$ cat config.mk
export PLATFORM = sky130hd
export DESIGN_NAME = periodic_soft_timer_bank
export DESIGN_NICKNAME = d
export VERILOG_FILES = /design/src/hw/rtl/pstb_pkg.sv /design/src/hw/rtl/pstb_ctrl.sv /design/src/hw/rtl/pstb_datapath.sv /design/src/hw/rtl/periodic_soft_timer_bank.sv
export SDC_FILE = /design/constraint.sdc
export NUM_CORES = 1
export LEC_CHECK = 0
export ABC_AREA = 1
export BUFFER_PORTS_ARGS = -buffer_cell sky130_fd_sc_hd__buf_2
export CAP_MARGIN = 20
export CORE_AREA = 2 2 184 186
export DETAILED_ROUTE_END_ITERATION = 7
export DIE_AREA = 0 0 186 188
export GPL_TIMING_DRIVEN = 0
export PLACE_DENSITY = 0.72
export SKIP_LAST_GASP = 1
export SLEW_MARGIN = 10
export SYNTH_ARGS = -nofsm -noshare
export SYNTH_HDL_FRONTEND = slang
export SYNTH_HIERARCHICAL = 1
export SYNTH_SLANG_ARGS = --single-unit
$ cat constraint.sdc
create_clock -name aclk -period 5.8 [get_ports aclk]
set_clock_uncertainty 0.15 [all_clocks]
set_input_delay 0.87 -clock aclk [delete_from_list [all_inputs] [get_ports aclk]]
set_output_delay 0.87 -clock aclk [all_outputs]
set_load 0.01 [all_outputs]
$ cat src/hw/rtl/pstb_pkg.sv
// package for the periodic soft timer bank: sizes, operation codes,
// controller states and the command/status bundles between controller and datapath
// no dependencies
`default_nettype none

package pstb_pkg;

    localparam int NUM_TIMERS = 8;
    localparam int TIMER_AW   = (NUM_TIMERS > 1) ? $clog2(NUM_TIMERS) : 1;
    localparam int SWEEP_CW   = $clog2(NUM_TIMERS + 1);
    localparam int MASK_PAD_W = (NUM_TIMERS > 8) ? NUM_TIMERS : 8;

    localparam int IDX_W    = 3;
    localparam int PERIOD_W = 16;
    localparam int EVT_W    = 8;
    localparam int MASK_W   = 8;
    localparam int MODE_W   = 2;
    localparam int S_DATA_W = 24;
    localparam int M_DATA_W = 24;

    typedef enum logic [MODE_W-1:0] {
        MODE_TICK  = 2'd0,
        MODE_START = 2'd1,
        MODE_STOP  = 2'd2,
        MODE_ACK   = 2'd3
    } mode_t;

    typedef enum logic [2:0] {
        ST_IDLE,
        ST_READ,
        ST_EXEC,
        ST_SWEEP,
        ST_RESULT
    } ctrl_state_t;

    typedef struct packed {
        logic load;    // capture request fields
        logic rd_idx;  // read the addressed timer entry
        logic exec;    // apply start/stop/ack, latch before count and status
        logic sweep;   // issue next tick sweep read
        logic res_ld;  // load the output register
    } pstb_cmd_t;

    typedef struct packed {
        logic is_tick;
        logic sweep_done;
    } pstb_sts_t;

endpackage

`default_nettype wire

$ cat src/hw/rtl/pstb_ctrl.sv
// controller state machine for the periodic soft timer bank
// depends on pstb_pkg; drives pstb_datapath through pstb_cmd_t
`default_nettype none

module pstb_ctrl (
    input  wire logic               aclk,
    input  wire logic               aresetn,
    input  wire logic               s_tvalid,
    output logic                    s_tready,
    output logic                    m_tvalid,
    input  wire logic               m_tready,
    input  wire pstb_pkg::pstb_sts_t sts,
    output pstb_pkg::pstb_cmd_t     cmd
);
    import pstb_pkg::*;

    ctrl_state_t state_reg, state_next;
    logic        out_valid_reg, out_valid_next;

    always_ff @(posedge aclk) begin
        if (!aresetn) begin
            state_reg     <= ST_IDLE;
            out_valid_reg <= 1'b0;
        end else begin
            state_reg     <= state_next;
            out_valid_reg <= out_valid_next;
        end
    end

    always_comb begin
        state_next = state_reg;
        cmd        = '0;
        s_tready   = 1'b0;
        unique case (state_reg)
            ST_IDLE: begin
                s_tready = 1'b1;
                if (s_tvalid) begin
                    cmd.load   = 1'b1;
                    state_next = ST_READ;
                end
            end
            ST_READ: begin
                cmd.rd_idx = 1'b1;
                state_next = ST_EXEC;
            end
            ST_EXEC: begin
                cmd.exec   = 1'b1;
                state_next = sts.is_tick ? ST_SWEEP : ST_RESULT;
            end
            ST_SWEEP: begin
                cmd.sweep = 1'b1;
                if (sts.sweep_done) begin
                    state_next = ST_RESULT;
                end
            end
            ST_RESULT: begin
                // wait for the output register to free up
                if (!out_valid_reg || m_tready) begin
                    cmd.res_ld = 1'b1;
                    state_next = ST_IDLE;
                end
            end
            default: begin
                state_next = ST_IDLE;
            end
        endcase
    end

    always_comb begin
        if (cmd.res_ld) begin
            out_valid_next = 1'b1;
        end else if (m_tready) begin
            out_valid_next = 1'b0;
        end else begin
            out_valid_next = out_valid_reg;
        end
    end

    assign m_tvalid = out_valid_reg;

endmodule

`default_nettype wire

$ cat src/hw/rtl/pstb_datapath.sv
// datapath for the periodic soft timer bank: timer entry memories, active and
// nonzero flags, tick sweep pipeline and output register; depends on pstb_pkg
`default_nettype none

module pstb_datapath (
    input  wire logic                          aclk,
    input  wire logic                          aresetn,
    input  wire pstb_pkg::pstb_cmd_t           cmd,
    output pstb_pkg::pstb_sts_t                sts,
    input  wire logic [pstb_pkg::MODE_W-1:0]   s_tuser,
    input  wire logic [pstb_pkg::S_DATA_W-1:0] s_tdata,
    output logic      [pstb_pkg::M_DATA_W-1:0] m_tdata
);
    import pstb_pkg::*;

    // timer entry stores
    logic [PERIOD_W-1:0] tick_mem [NUM_TIMERS];
    logic [PERIOD_W-1:0] per_mem  [NUM_TIMERS];
    logic [EVT_W-1:0]    evt_mem  [NUM_TIMERS];

    logic [NUM_TIMERS-1:0] active_reg;
    logic [NUM_TIMERS-1:0] nz_reg;

    // captured request
    mode_t               mode_reg;
    logic [IDX_W-1:0]    idx_reg;
    logic [PERIOD_W-1:0] period_reg;

    // registered read port
    logic [PERIOD_W-1:0] rd_tick_reg;
    logic [PERIOD_W-1:0] rd_per_reg;
    logic [EVT_W-1:0]    rd_evt_reg;
    logic [TIMER_AW-1:0] rd_addr_reg;
    logic                rd_vld_reg;
    logic                rd_vld_next;

    logic [SWEEP_CW-1:0] cnt_reg;

    logic [EVT_W-1:0] before_reg;
    logic             status_reg;

    logic [EVT_W-1:0]  out_evt_reg;
    logic [MASK_W-1:0] out_mask_reg;
    logic              out_status_reg;

    logic [TIMER_AW-1:0] idx_addr;
    logic                idx_valid;
    logic                live;
    logic                rd_en;
    logic [TIMER_AW-1:0] rd_addr;

    logic [PERIOD_W:0]   tick_inc;
    logic                wr_tick;
    logic                wr_per;
    logic                wr_evt;
    logic [TIMER_AW-1:0] wr_addr;
    logic [PERIOD_W-1:0] wr_tick_data;
    logic [EVT_W-1:0]    wr_evt_data;
    logic                set_active;
    logic                clr_active;

    logic [MASK_PAD_W-1:0] pend_wide;

    assign idx_addr  = TIMER_AW'(idx_reg);
    assign idx_valid = (32'(idx_reg) < NUM_TIMERS);
    assign live      = idx_valid && active_reg[idx_addr];

    assign sts.is_tick    = (mode_reg == MODE_TICK);
    assign sts.sweep_done = (cnt_reg == SWEEP_CW'(NUM_TIMERS));

    assign rd_vld_next = cmd.sweep && !sts.sweep_done;
    assign rd_en       = cmd.rd_idx || rd_vld_next;
    assign rd_addr     = cmd.sweep ? cnt_reg[TIMER_AW-1:0] : idx_addr;

    always_ff @(posedge aclk) begin
        if (cmd.load) begin
            mode_reg   <= mode_t'(s_tuser);
            idx_reg    <= s_tdata[IDX_W-1:0];
            period_reg <= s_tdata[IDX_W +: PERIOD_W];
        end
    end

    always_ff @(posedge aclk) begin
        if (!aresetn) begin
            cnt_reg    <= '0;
            rd_vld_reg <= 1'b0;
        end else begin
            rd_vld_reg <= rd_vld_next;
            if (cmd.load) begin
                cnt_reg <= '0;
            end else if (rd_vld_next) begin
                cnt_reg <= cnt_reg + SWEEP_CW'(1);
            end
        end
    end

    always_ff @(posedge aclk) begin
        if (rd_en) begin
            rd_tick_reg <= tick_mem[rd_addr];
            rd_per_reg  <= per_mem[rd_addr];
            rd_evt_reg  <= evt_mem[rd_addr];
            rd_addr_reg <= rd_addr;
        end
    end

    assign tick_inc = {1'b0, rd_tick_reg} + (PERIOD_W + 1)'(1);

    // sweep write-back and request writes never overlap
    always_comb begin
        wr_tick      = 1'b0;
        wr_per       = 1'b0;
        wr_evt       = 1'b0;
        wr_addr      = idx_addr;
        wr_tick_data = '0;
        wr_evt_data  = '0;
        set_active   = 1'b0;
        clr_active   = 1'b0;
        if (rd_vld_reg) begin
            wr_addr = rd_addr_reg;
            if (active_reg[rd_addr_reg]) begin
                wr_tick = 1'b1;
                wr_evt  = 1'b1;
                if (tick_inc >= {1'b0, rd_per_reg}) begin
                    wr_tick_data = '0;
                    wr_evt_data  = rd_evt_reg + EVT_W'(1);
                end else begin
                    wr_tick_data = tick_inc[PERIOD_W-1:0];
                    wr_evt_data  = rd_evt_reg;
                end
            end
        end else if (cmd.exec) begin
            case (mode_reg)
                MODE_START: begin
                    if (idx_valid) begin
                        wr_tick    = 1'b1;
                        wr_per     = 1'b1;
                        wr_evt     = 1'b1;
                        set_active = 1'b1;
                    end
                end
                MODE_STOP: begin
                    clr_active = live;
                end
                MODE_ACK: begin
                    wr_evt = live;
                end
                default: begin
                end
            endcase
        end
    end

    always_ff @(posedge aclk) begin
        if (wr_tick) begin
            tick_mem[wr_addr] <= wr_tick_data;
        end
        if (wr_per) begin
            per_mem[wr_addr] <= period_reg;
        end
        if (wr_evt) begin
            evt_mem[wr_addr] <= wr_evt_data;
        end
    end

    always_ff @(posedge aclk) begin
        if (!aresetn) begin
            active_reg <= '0;
            nz_reg     <= '0;
        end else begin
            if (set_active) begin
                active_reg[wr_addr] <= 1'b1;
            end
            if (clr_active) begin
                active_reg[wr_addr] <= 1'b0;
            end
            if (wr_evt) begin
                nz_reg[wr_addr] <= (wr_evt_data != '0);
            end
        end
    end

    always_ff @(posedge aclk) begin
        if (cmd.exec) begin
            before_reg <= live ? rd_evt_reg : '0;
            status_reg <= ((mode_reg == MODE_STOP) || (mode_reg == MODE_ACK)) && !live;
        end
    end

    // timers past the eighth do not show in the mask
    assign pend_wide = MASK_PAD_W'(active_reg & nz_reg);

    always_ff @(posedge aclk) begin
        if (cmd.res_ld) begin
            out_evt_reg    <= before_reg;
            out_mask_reg   <= pend_wide[MASK_W-1:0];
            out_status_reg <= status_reg;
        end
    end

    assign m_tdata = {(M_DATA_W - EVT_W - MASK_W - 1)'(0), out_status_reg,
                      out_mask_reg, out_evt_reg};

endmodule

`default_nettype wire

$ cat src/hw/rtl/periodic_soft_timer_bank.sv
// top level of the periodic soft timer bank: controller plus datapath
// depends on pstb_pkg, pstb_ctrl, pstb_datapath
//
// channel  | dir | ports                      | contents
// ---------+-----+----------------------------+---------------------------------
// request  | in  | s_tvalid s_tready s_tuser  | s_tuser: mode
//          |     | s_tdata                    | s_tdata: timer_index, period
// result   | out | m_tvalid m_tready m_tdata  | m_tdata: event_count,
//          |     |                            |   pending_mask, status
//
// start, stop and acknowledge pass through the read, execute and result states before
// m_tvalid rises; a tick also runs a sweep between execute and result that visits
// one timer entry per cycle through the single read port and write port of the memories.
// one request is in flight at a time; a new one is taken while the last result
// still waits in the output register. aresetn clears the active flags and the
// handshake state; stored periods and counts are left as they are.
`default_nettype none

module periodic_soft_timer_bank (
    input  wire logic                          aclk,
    input  wire logic                          aresetn,
    input  wire logic                          s_tvalid,
    output logic                               s_tready,
    input  wire logic [pstb_pkg::MODE_W-1:0]   s_tuser,   // [1:0] mode
    input  wire logic [pstb_pkg::S_DATA_W-1:0] s_tdata,   // [2:0] timer_index,
                                                          // [18:3] period
    output logic                               m_tvalid,
    input  wire logic                          m_tready,
    output logic      [pstb_pkg::M_DATA_W-1:0] m_tdata    // [7:0] event_count,
                                                          // [15:8] pending_mask,
                                                          // [16] status
);
    import pstb_pkg::*;

    pstb_cmd_t cmd;
    pstb_sts_t sts;

    pstb_ctrl u_ctrl (
        .aclk     (aclk),
        .aresetn  (aresetn),
        .s_tvalid (s_tvalid),
        .s_tready (s_tready),
        .m_tvalid (m_tvalid),
        .m_tready (m_tready),
        .sts      (sts),
        .cmd      (cmd)
    );

    pstb_datapath u_dp (
        .aclk    (aclk),
        .aresetn (aresetn),
        .cmd     (cmd),
        .sts     (sts),
        .s_tuser (s_tuser),
        .s_tdata (s_tdata),
        .m_tdata (m_tdata)
    );

endmodule

`default_nettype wire

# == Word level (Yosys, flattened, before mapping) ==
# Memory sizes are Yosys's and may differ from the RTL's. A register that Yosys moved wholly into a read port is not among the register bits.
# Index checks and enable logic that the tools add are counted.
# totals
ram_bits,320
out_inout_bits,26
word_cells,107
register_bits,75
n_memories,3
# memory_table
name,depth,word_bits,rd,rd_ports_with_merged_regs,wr,line_no,rtl
u_dp.per_mem,8,16,1,1,1,pstb_datapath.sv:18,logic [PERIOD_W-1:0] per_mem [NUM_TIMERS];
u_dp.tick_mem,8,16,1,1,1,pstb_datapath.sv:17,logic [PERIOD_W-1:0] tick_mem [NUM_TIMERS];
u_dp.evt_mem,8,8,1,1,1,pstb_datapath.sv:19,logic [EVT_W-1:0] evt_mem [NUM_TIMERS];
# classes
muxes,50
reduce_logical,15
eq_ne,11
addsub,3
bitwise_logic,5
magnitude_cmp,5
# ops
op,n
$mux W16,3
$mux W8,6
$mux W1,29
$mux W3,6
$add A16 B1 Y17 const B,1
$ge A17 B16 Y1,1
$and A8 B8 Y8,2
$pmux W3 S5,1
$lt A3 B4 Y1 const B,3
$add A8 B1 Y8 const B,1
$bwmux W8,1
$not A8 Y8,1
$or A8 B8 Y8,1
$reduce_bool A8 Y1,1
$bmux W1 S3,2
$eq A3 B2 Y1 const B,2
$add A4 B1 Y4 const B,1
$eq A2 B2 Y1 const B,2
$eq A4 B4 Y1 const B,1
$ne A2 B1 Y1 const B,2
$demux W1 S3,1
$eq A3 B1 Y1 const B,1
$eq A3 B3 Y1 const B,1
$ge A3 B1 Y1 const B,1
other kinds (12),18

# == Logic depth before layout (Yosys ltp) ==
# Gate-level depths: netlist of run 1.
# depth
word_depth,10
depth_mapped,27
depth_no_buf,27

# == By module ==
# The synthesis of run 1 kept the hierarchy.
# by_module_without_submodules
module,area_per_inst_um2,seq_area_each_um2,instances,cells_each
pstb_datapath,17685.7,12732.2,1,1482
pstb_ctrl,290.3,80.1,1,43

# == Worst setup path before layout of run 1 ==
# OpenSTA, ideal clock, no wires.
# synth_timing
path_type,register -> register
from,"register u_dp.rd_tick_reg[3], read port of u_dp.tick_mem"
to,memory u_dp.tick_mem[0][2] (data pin)
setup_time_ns,0.264
path_slack_ns,2.481
synth_period_minus_slack_ns,3.319
t_arrival_ns,2.905
path_stages_with_launch,21
path_buffers,0
path_cell_list,edfxtp_1 -> nand2_1 -> nor2_2 -> nand2_1 -> nor3_1 -> inv_1 -> nor2_1 -> inv_1 -> nor3_2 -> xnor2_1 -> inv_1 -> ha_1 -> nand2_1 -> inv_2 -> nand2_1 -> nor2_1 -> nand3_1 -> nand3_4 -> nor2_8 -> nand3_1 -> nor3_1
# synth_between
elab_chain_cells,5
# synth_lines
element,line_no,rtl
start: declaration,pstb_datapath.sv:30,logic [PERIOD_W-1:0] rd_tick_reg;
$add A16 B1 Y17,pstb_datapath.sv:106,"assign tick_inc = {1'b0, rd_tick_reg} + (PERIOD_W + 1)'(1);"
$ge A17 B16 Y1,pstb_datapath.sv:123,"if (tick_inc >= {1'b0, rd_per_reg}) begin"
$mux W16,pstb_datapath.sv:123,
$mux W16,pstb_datapath.sv:120,if (active_reg[rd_addr_reg]) begin
$mux W16,pstb_datapath.sv:118,if (rd_vld_reg) begin
net u_dp.wr_tick_data[2],pstb_datapath.sv:57,logic [PERIOD_W-1:0] wr_tick_data;
end: declaration,pstb_datapath.sv:17,
# The timed path passes the listed nets, and every way through them passes these cells.

# == Worst setup path in the final report of run 1 ==
# layout_timing
from,"register u_dp.rd_tick_reg[0], read port of u_dp.tick_mem"
to,memory u_dp.tick_mem[4][2] (data pin)
# layout_between
elab_chain_cells,5
# layout_lines
element,line_no
$add A16 B1 Y17 *,pstb_datapath.sv:106
$ge A17 B16 Y1,pstb_datapath.sv:123
$mux W16 *,pstb_datapath.sv:123
$mux W16 *,pstb_datapath.sv:120
$mux W16 *,pstb_datapath.sv:118
net u_dp.wr_tick_data[2],pstb_datapath.sv:57
# Mark *: on every way through the listed nets, which the timed path passes. The rest lies on a longest branch.

==> results by group, run 1 <==
Worst setup path
  – Reg2reg path depth: 18
  – WP data arrival: 4.43 ns
  – Cell Chain, Critical Path: ha_1, nand2_2, nor2_1, nand2_1, nor3_1, nand2_1, xor2_1, inv_1, ha_1, nand2_1, inv_2, nand2_1, nor2_1, nand3_1, nand3_4, nor2_8, nand3_1, nor3_1
  – WP data required: 5.86 ns
  – Worst Setup End Kind: register
  – Max incr delay on CP: around 0.74 ns
  – Startpoint Class: register
  – Worst-path maximum fanout: 10
  – Crit path top cell by count: nand2_1
  – Slowest-stage cell, CP: nor3_1
  – Reg2Reg Setup Slack: 1.44 ns
  – Crit Path Class: reg -> reg

STA
  – Setup_tns: 0 ns
  – Peak Freq: 229 MHz
  – Fin. max-slew vios: 0
  – Setup violators final: 0
  – RSZ-0062 raised after global routing: no
  – Actual slew at the worst max-slew pin: 1.02 ns
  – Hold Fails Final Rpt: 0
  – Final min period: 4.36 ns
  – Hold WS: 0.266 ns
  – Final Cycle Share: 0.752
  – Max transition margin: 0.322

Synthesis
  – Main area contributors after synthesis: edfxtp_1, nor2_1, o21ai_0
  – Mapped Area: 0.0180 sq mm
  – Sequential fraction of the synthesis area: 0.713
  – Synth Warn #: 6
  – Syn Area/Cell: 11.8 sq um
  – Synth Register Bits: 435
  – Synthesized instance count: 1525
  – Synth cell types: 45
  – EDFF count, synth: 410
  – Most frequent cell after synthesis: edfxtp_1
  – Post-synth top area share: 0.685
  – Share of flip-flops with an asynchronous set or reset: 0
  – Ys flop type: edfxtp_1
  – Synth area leader: edfxtp_1
  – Synth top cells by count: edfxtp_1, nor2_1, o21ai_0

Pwr
  – PwrDens: 424 mW/mm^2
  – Highest ir drop seen on vdd: 0.000310 V
  – Lkg Pwr: approximately 7.2 nW

Placement
  – Port buffer count: 43
  – Routability Congestion: 0.885
  – Placed cell count: 2031
  – Hpwl dp: 26100 um

Final layout
  – # nets final: approximately 1700
  – Biggest registers after layout: u_dp/per_mem (128), u_dp/tick_mem (128), u_dp/evt_mem (64)
  – Layout fillers: 2495
  – Area grow syn2layout: 13.4%
  – Layout cells sized above 1: 0.122
  – # diodes: 0
  – Post-layout utilization of the core: 0.615
  – Layout Cells excl Fill: 2113

Clock tree
  – Clk slew on worst S/H paths: 0.06 ns
  – Worst skew pair latency: 0.55 ns
  – Post-CTS sizing: 0
  – TritonCTS clock tree: done
  – Num CTS Buffers: 44
  – Clk sinks: 435
  – Clk buf depth: 3
  – CTS HTree Levels: 2
  – Cts hold-fix bufs: 0
  – Setup Fix Bufs, Post-CTS: 0
  – CTS Root Cell: clkbuf_16

Die
  – Die Footprint: 0.0350 sq mm
  – Rows: 67
  – Die Ht: 188 um
  – Die Span X: between 150 and 200 um
  – I/O pin count: 56
  – Starting Density: 0.543
  – Core ar.: 0.0331 sq mm

GRT
  – First-pass GRT wire length: 60200 um
  – All-Layer GR Usage: 0.226
  – Global route overflow: 0
  – Largest net degree at the start of global routing: 44
  – Number of global-route vias before repair: 11100
  – Initial antenna violation count: 1

Detailed routing
  – Pre-antenna DRT Iters: 6
  – Via Count: 11600
  – Residual DRC: 0
  – Post-route ant nets: 0
  – Routed wire length: 38800 um
  – DR vias/cell: 5.47
  – Post-DR wirelength/cell: roughly 18 um
  – Initial DRC count: 1508

Job
  – Max Cap Violations: 0

Status
  – Outcome: complete, no violations

Hold path
  – Hold path depth: 0
  – Worst hold path class: reg -> reg
==> per-layer routing <==
layer / routed length [um] / global-route usage
met1: 16300 / 0.319
met2: 18400 / 0.360
met3: 3290 / 0.0427
met4: 908 / 0.0660
met5: 0 / 0
==> per-stage QoR <==
step	setup WS [ns]	instance area (sq um)	power [mW]
finish	1.44	20400	8.64
global route	1.05	20400	9.07
CTS	1.54	20300	8.66
detailed placement	1.63	18900	5.93
global placement	1.69	18800	5.85
floorplan	2.48	18000	5.29
==> placed cells by master, fill, tap and decap left out, drive strengths merged <==
cell type / instances
a31oi: 40
a21oi: 12
o22ai: 47
o21bai: 1
clkbuf: 104
nand2: 120
a311oi: 1
dfxtp: 25
clkinvlp: 2
nor2: 380
o211ai: 1
nand4: 4
a211oi: 1
bufinv: 3
or2: 3
nand3: 39
o221a: 1
edfxtp: 410
conb: 7
o21ai: 179
a21boi: 1
buf: 79
o21a: 2
xnor2: 4
clkinv: 19
ha: 20
a21o: 1
nor3: 9
xor2: 12
inv: 138
==> worst max-delay path, delay by kind of cell, from the launching register on <==
kind / cells / cell delay [ns]
and+or+nand+nor: 13 / 2.55
DFF: 1 / 0.42
buffers and inverters: 2 / 0.14
xor gates and xnor gates: 1 / 0.27
adders and majority gates: 2 / 0.48
==> final timing paths <==
path | start | end
worst max-delay path | u_dp/rd_tick_reg[0]$_DFFE_PP_ | u_dp/tick_mem[4][2]$_DFFE_PP_
worst min-delay path | u_dp/before_reg[5]$_SDFFCE_PN0P_ | u_dp/out_evt_reg[5]$_DFFE_PP_
worst max register to register | u_dp/rd_tick_reg[0]$_DFFE_PP_ | u_dp/tick_mem[4][2]$_DFFE_PP_
worst min register to register | u_dp/before_reg[5]$_SDFFCE_PN0P_ | u_dp/out_evt_reg[5]$_DFFE_PP_
==> cell type report <==
class | instances | area (sq um) | area share
Clock buffer | 58 | 1220 | 0.0597
Inverter | 141 | 542 | 0.0266
Sequential cell | 435 | 12800 | 0.629
Multi-Input combinational cell | 885 | 4350 | 0.214
Tap cell | 448 | 561 | 0.0275
Clock inverter | 21 | 191 | 0.00940
Timing Repair Buffer | 55 | 385 | 0.0189
Buffer | 70 | 313 | 0.0154
==> cell families (layout without fill, tap and decap cells) <==
group | Yosys count | in the layout | share of synthesized area
xor gates and xnor gates | 16 | 16 | 0.00780
adders and majority gates | 20 | 20 | 0.0139
and+or+nand+nor | 555 | 555 | 0.129
DFF | 435 | 435 | 0.713
other | 1 | 7 | 0.000209
buffers and inverters | 211 | 345 | 0.0475
AOI/OAI and AO/OA | 287 | 287 | 0.0885
==> power breakdown <==
group          internal, mW  leakage, nW  switching (mW)  total [mW]
clock network          1.61        0.684            1.12        2.73
logic                 0.578         2.86            1.36        1.93
registers              3.81         3.66           0.166        3.97
No activity file was read; power rests on OpenSTA's default activity.
==> inputs of run 2 (changes only) <==
- PLACE_DENSITY: 0.72 -> 0.75
- clock period: 5.8 -> 3.5 ns (I/O delays scaled with it)
==> run 2 against run 1 <==
  * The flow now finishes with violations (setup timing)
  * Worst hold slack worse by 0.25 ns
  * Utilization up 1.8 points
  * Critical path depth down 1
  * Clock power up 59%
  * Global-route usage up 1.1 points
==> results by group, run 2 (same netlist as run 1, synthesis figures left out) <==
Status
  – Outcome: finished with violations
  – Failing checks: setup timing

Worst setup path
  – Startpoint Class: register
  – Cell Chain, Critical Path: ha_2, nand2_4, nor2_4, nand2_2, nor3_4, xor2_2, inv_1, ha_1, nand2_1, a21oi_2, nor2_1, a21oi_2, nor2_8, buf_4, nand3_4, buf_12, nor2_4
  – Top delay family on crit path: simple AND/OR/NAND/NOR gates
  – WP data required: 3.70 ns (-2.16 ns)
  – WP data arrival: 3.80 ns (-0.63 ns)
  – Slowest-stage cell, CP: edfxtp_1
  – Worst Setup End Kind: register
  – Max incr delay on CP: 0.41 ns (-0.33 ns)
  – Reg2Reg Setup Slack: -0.10 ns (-1.54 ns)
  – Crit Path Class: reg -> reg
  – Worst-path maximum fanout: 10 (unchanged)
  – Bufs and invs on worst path: 3 (+1)

Pwr
  – Highest ir drop seen on vdd: 0.000661 V (+110%)
  – PwrDens: 694 mW/mm^2 (+64%)
  – Lkg Pwr: 7.37 nW (+2.3%)
  – Overall power: 14.6 mW (+69%)

Detailed routing
  – Initial DRC count: 1509 (+0.066%)
  – Post-route ant nets: 0 (unchanged)
  – Routed wire length: 41400 um (+6.6%)
  – Post-DR wirelength/cell: 19.3 um (+4.9%)
  – Via Count: 11900 (+2.9%)
  – Pre-antenna DRT Iters: 6 (unchanged)
  – DR vias/cell: 5.54 (+1.3%)
  – Residual DRC: 0 (unchanged)

Die
  – Rows: 67 (unchanged)
  – Starting Density: 0.543 (unchanged)
  – I/O pin count: 56 (unchanged)
  – Die Footprint: 0.0350 sq mm (unchanged)
  – Core ar.: 0.0331 sq mm (unchanged)
  – Die Span X: 186 um (unchanged)
  – Die Ht: 188 um (unchanged)

STA
  – Actual slew at the worst max-slew pin: 1.07 ns (+0.0564 ns)
  – Max transition margin: 0.285 (-0.0377)
  – Worst Setup Slack, final: -0.102 ns (-1.54 ns)
  – Fin. max-slew vios: 0 (unchanged)
  – RSZ-0062 raised after global routing: yes
  – Hold WS: 0.0141 ns (-0.252 ns)
  – Hold Fails Final Rpt: 0 (unchanged)
  – Setup violators final: 160 (+160)
  – Final min period: 3.60 ns (-0.762 ns)
  – Peak Freq: 278 MHz (+21%)
  – Final Cycle Share: 1.03 (+0.277)

Final layout
  – Area grow syn2layout: 16.7%
  – Commonest non-fill, non-tap cell in the layout: edfxtp_1
  – Layout cells sized above 1: 0.171 (+0.0494)
  – # nets final: 1716 (+2.0%)
  – # diodes: 0 (unchanged)
  – Biggest registers after layout: u_dp/per_mem (128), u_dp/tick_mem (128), u_dp/evt_mem (64)
  – Most frequent cells in the layout: edfxtp_1, nor2_1, o21ai_0

Clock tree
  – CTS HTree Levels: 2 (unchanged)
  – Clk sinks: 435 (unchanged)
  – Clk buf depth: 3 (unchanged)
  – Num CTS Buffers: 43 (-2.3%)
  – CTS Root Cell: clkbuf_16
  – TritonCTS clock tree: done
  – Clk slew on worst S/H paths: 0.06 ns (about the same)
  – Worst skew pair latency: 0.53 ns (-0.02 ns)

Placement
  – Hpwl dp: 26400 um (+1.4%)
  – Port buffer count: 43 (unchanged)
  – Routability Congestion: 0.880 (-0.59%)

GRT
  – First-pass GRT wire length: 62900 um (+4.6%)
  – Number of global-route vias before repair: 11500 (+3.9%)
  – Initial antenna violation count: 0 (-1)
  – Largest net degree at the start of global routing: 44 (unchanged)
  – All-Layer GR Usage: 0.237 (+0.0107)
  – Global route overflow: 0 (unchanged)

Hold path
  – Worst hold path class: in -> reg

Job
  – Max Cap Violations: 0 (unchanged)
run 2: layout make-up:
cell class              count  area (sq um)
fillers                  2390         12100
multi-input cells         885          4680
flip-flops and latches    435         12800
clock buffers              53          1120
plain buffers              70           328
repair buffers             90           708
inverters                 141           558
well taps                 448           561
clock inverters            25           204
run 2: timing repair:
action / CTS / global route
setup buffers: 19 / 12
setup endpoints to repair: 214 / 200
pin swaps: 13 / 25
resized for setup: 58 / 33
hold buffers: 4 / 1
hold endpoints to repair: 4 / 1
run 2: report_power, final:
part           internal, mW  switching, mW  total (mW)
combinational          1.14           2.50        3.64
clock                  2.50           1.84        4.34
sequential             6.31          0.281        6.59
total                  9.95           4.62        14.6
run 2: path summary, 6_finish.rpt:
path,start,to,cells past startpoint
max,u_dp/rd_tick_reg[0]$_DFFE_PP_,u_dp/tick_mem[7][14]$_DFFE_PP_,17
min reg2reg,u_dp/before_reg[2]$_SDFFCE_PN0P_,u_dp/out_evt_reg[2]$_DFFE_PP_,0
min,s_tdata[1],u_dp/idx_addr[1]$_DFFE_PP_,1
max reg2reg,u_dp/rd_tick_reg[0]$_DFFE_PP_,u_dp/tick_mem[7][14]$_DFFE_PP_,17
run 2: routing by layer:
layer,GRT usage,wire (um),up-vias,part of all wire
li1,-,-,5573,-
met1,0.324,16200,5598,0.39
met2,0.377,19700,631,0.48
met3,0.0491,4150,91,0.10
met4,0.0872,1360,0,0.033
met5,0,0,-,0
run 2: metrics by stage:
stage / instances / area, sq um / TNS [ns] / util / setup slack, ns
3_5_place_dp: 2031 / 18900 / -69.49 / 0.572 / -0.747
5_1_grt: 2147 / 21000 / -32.90 / 0.634 / -0.271
2_1_floorplan: 1531 / 18000 / 0 / - / 0.181
6_report: 2147 / 21000 / -8.63 / 0.634 / -0.102
3_3_place_gp: 2022 / 18800 / -70.85 / 0.567 / -0.613
4_1_cts: 2132 / 20700 / -0.170 / 0.625 / -0.0274
==> inputs of run 3 (changes only) <==
- BUFFER_PORTS_ARGS: -buffer_cell sky130_fd_sc_hd__buf_2 -> not set
- DONT_BUFFER_PORTS: not set -> 1
- PLACE_DENSITY: 0.75 -> 0.74
==> run 3 against run 2 <==
  * Highest routed layer unchanged
  * Combinational power down 1%
  * Cell area fell by 0.36%
  * Critical path depth increased by 8
  * Wire length up 2.3%
  * Non-clock buffer count shrank 31
  * Worst hold slack improved by 0.10 ns
  * The run still ends with setup timing left
  * Largest cell class unchanged
  * Via count grew 0.24%
==> results by group, run 3 (same netlist as run 1, synthesis figures left out) <==
Pwr
  – PwrDens: 699 mW/mm^2 (+0.67%)
  – Highest ir drop seen on vdd: 0.000534 V (-19%)
  – Overall power: 14.6 mW (+0.30%)
  – Switching power: 4.69 mW (+1.5%)
  – Combinational group share of total power: 0.247 (-0.003)
  – Lkg Pwr: 7.28 nW (-1.2%)
  – Clock Power Share: 0.300 (+0.002)
  – Sw frac: 0.321 (+0.00379)
  – Sequential share of power: 0.453 (about the same)
  – Internal power: 9.92 mW (-0.25%)

Placement
  – Routability Congestion: 0.881 (about the same)
  – Port buffer count: 0 (-100%)
  – Hpwl dp: 26500 um (about the same)
  – Post-place setup slack: -0.764 ns (-0.0173 ns)
  – Post-DP Area: 0.0187 sq mm (-1.2%)

Die
  – Starting Density: 0.543 (unchanged)
  – Core ar.: 0.0331 sq mm (unchanged)
  – Rows: 67 (unchanged)
  – Die Span X: 186 um (unchanged)
  – Die Ht: 188 um (unchanged)
  – Die Footprint: 0.0350 sq mm (unchanged)
  – I/O pin count: 56 (unchanged)

Detailed routing
  – Residual DRC: 0 (unchanged)
  – Via Count: 11900 (+0.24%)
  – Post-DR wirelength/cell: 20.1 um (+4.1%)
  – DR vias/cell: 5.65 (+2.0%)
  – Post-route ant nets: 0 (unchanged)
  – Initial DRC count: 1239 (-18%)
  – Routed wire length: 42400 um (+2.3%)
  – Pre-antenna DRT Iters: 8 (+2)

Worst setup path
  – Crit path top cell by count: nand2_2
  – CP Capture Point: u_dp/nz_reg[3]$_SDFFE_PN0P_
  – WP data arrival: 4.02 ns (+0.22 ns)
  – Worst-path maximum fanout: 8 (-2)
  – WP data required: 3.79 ns (+0.09 ns)
  – Max incr delay on CP: 0.42 ns (about the same)
  – Slowest-stage cell, CP: edfxtp_1
  – Reg2reg path depth: 25 (+8)
  – Crit. path cell count: 25 (+8)
  – Top delay family on crit path: simple AND/OR/NAND/NOR gates
  – Worst setup path startpoint: u_dp/rd_tick_reg[0]$_DFFE_PP_
  – Worst r2r src: u_dp/rd_tick_reg[0]$_DFFE_PP_
  – Worst Setup End Kind: register
  – Bufs and invs on worst path: 5 (+2)
  – Startpoint Class: register
  – Crit Path Class: reg -> reg
  – Reg2reg end: u_dp/nz_reg[3]$_SDFFE_PN0P_
  – Reg2Reg Setup Slack: -0.23 ns (-0.13 ns)

STA
  – Final Cycle Share: 1.07 (+0.0370)
  – Worst Setup Slack, final: -0.231 ns (-0.129 ns)
  – Max transition margin: 0.355 (+0.0700)
  – Peak Freq: 268 MHz (-3.5%)
  – Setup violators final: 192 (+20%)
  – Final min period: 3.73 ns (+0.129 ns)
  – Hold Fails Final Rpt: 0 (unchanged)
  – Setup_tns: -13.81 ns (-5.18 ns)
  – Fin. max-slew vios: 0 (unchanged)
  – RSZ-0062 raised after global routing: yes
  – Actual slew at the worst max-slew pin: 0.967 ns (-0.105 ns)

Final layout
  – Biggest registers after layout: u_dp/per_mem (128), u_dp/tick_mem (128), u_dp/evt_mem (64)
  – Area grow syn2layout: 16.3%
  – Commonest non-fill, non-tap cell in the layout: edfxtp_1
  – # diodes: 0 (unchanged)
  – Most frequent cells in the layout: edfxtp_1, nor2_1, o21ai_0
  – Design area: 0.0209 sq mm (-0.36%)
  – Post-layout utilization of the core: 0.631 (-0.00231)
  – Layout cells sized above 1: 0.148 (-0.0233)
  – Area of the multi-input gates: 0.00471 sq mm (+0.59%)
  – # nets final: 1685 (-1.8%)
  – Seq. cell area: 0.0128 sq mm (unchanged)
  – Layout fillers: 2432 (+1.8%)

GRT
  – Initial antenna violation count: 0 (unchanged)
  – All-Layer GR Usage: 0.245 (+0.00764)
  – Largest net degree at the start of global routing: 44 (unchanged)
  – First-pass GRT wire length: 64900 um (+3.1%)
  – Number of global-route vias before repair: 11800 (+2.4%)
  – Global route overflow: 0 (unchanged)

Clock tree
  – Num CTS Buffers: 42 (-2.3%)
  – TritonCTS clock tree: done
  – CTS HTree Levels: 2 (unchanged)
  – Worst skew pair latency: 0.55 ns (+0.02 ns)
  – Clk buf depth: 3 (unchanged)
  – Clk slew on worst S/H paths: 0.06 ns (about the same)
  – Clk sinks: 435 (unchanged)
  – CTS Root Cell: clkbuf_16

Status
  – Outcome: finished with violations
  – Failing checks: setup timing

Job
  – Max Cap Violations: 0 (unchanged)

Hold path
  – Worst hold path class: in -> reg
## run 3: changes by cell type in the layout (fill, tap and decap cells not counted), moves of 4 or more
cell and delta:
buf_2 -43, dlygate4sd3_1 +17, nand2_1 -7, nand2_2 +7
clkinv_1 -5, buf_4 -4
## run 3: how the worst min path moves through the flow
| stage | endpoint | cells after the start | startpoint | slack (ns) |
|---|---|---|---|---|
| final | u_dp/mode_reg[1]$_DFFE_PP_ | 2 | s_tvalid | 0.12 |
| after global routing | u_dp/mode_reg[1]$_DFFE_PP_ | 2 | s_tvalid | 0.12 |
| after global placement | u_dp/out_evt_reg[1]$_DFFE_PP_ | 0 | u_dp/before_reg[1]$_SDFFCE_PN0P_ | 0.26 |
| after CTS | u_ctrl/m_tvalid$_SDFFE_PN0P_ | 2 | m_tready | 0.10 |
| after floorplan | u_dp/out_evt_reg[0]$_DFFE_PP_ | 0 | u_dp/before_reg[0]$_SDFFCE_PN0P_ | 0.25 |
| after detailed placement | u_dp/out_evt_reg[5]$_DFFE_PP_ | 0 | u_dp/before_reg[5]$_SDFFCE_PN0P_ | 0.25 |
## run 3: repair_timing
action,4_1_cts,5_1_grt
hold buffers,22,0
pin swaps,15,13
setup buffers,19,7
endpoints found under the setup margin,216,200
cloned,0,1
hold endpoints to repair,26,0
gates resized for setup,66,32
## run 3: per-layer routing
layer | global-route usage | up-vias | wire length (um)
li1 | - | 5502 | -
met1 | 0.339 | 5678 | 16900
met2 | 0.397 | 654 | 20400
met3 | 0.0412 | 88 | 4060
met4 | 0.0775 | 0 | 1040
met5 | 0 | - | 0
## run 3: worst register-to-register path: stages, from the launching register on
cell and delay (ns):
edfxtp_1 0.42, nand3_2 0.13, nor2_4 0.12, nand2_2 0.09, nor3_4 0.23, inv_2 0.09
nor2_4 0.11, inv_2 0.07, nor3_4 0.20, xnor2_2 0.15, inv_2 0.07, ha_4 0.25
a21oi_2 0.13, a21boi_2 0.21, nand3_4 0.11, nor2_8 0.24, nand2_8 0.12, nand2_2 0.06
nand2_1 0.04, nand2_1 0.09, nand2_2 0.08, nor2_4 0.12, buf_12 0.14, nand3_2 0.08
nand2_2 0.08, inv_1 0.06
## run 3: cell type report
class / count / area share
Buffer: 70 / 0.0157
Clock buffer: 51 / 0.0519
Clock inverter: 20 / 0.0108
Inverter: 141 / 0.0264
Multi-Input combinational cell: 886 / 0.225
Sequential cell: 435 / 0.613
Tap cell: 448 / 0.0268
Timing Repair Buffer: 59 / 0.0300
## run 3: power by group through the flow
stage / combinational [mW] / clock [mW] / sequential [mW]
floorplan: 2.15 / 0 / 6.62
global placement: 2.95 / 0 / 6.70
detailed placement: 3.08 / 0 / 6.72
CTS: 3.33 / 4.43 / 6.61
global route: 3.94 / 4.63 / 6.67
finish: 3.60 / 4.38 / 6.63
## run 3: per-stage QoR
step           cells  hold WS, ns
2_1_floorplan   1531        0.250
3_3_place_gp    1979        0.255
3_5_place_dp    1988        0.255
4_1_cts         2100        0.101
5_1_grt         2110        0.116
6_report        2110        0.118
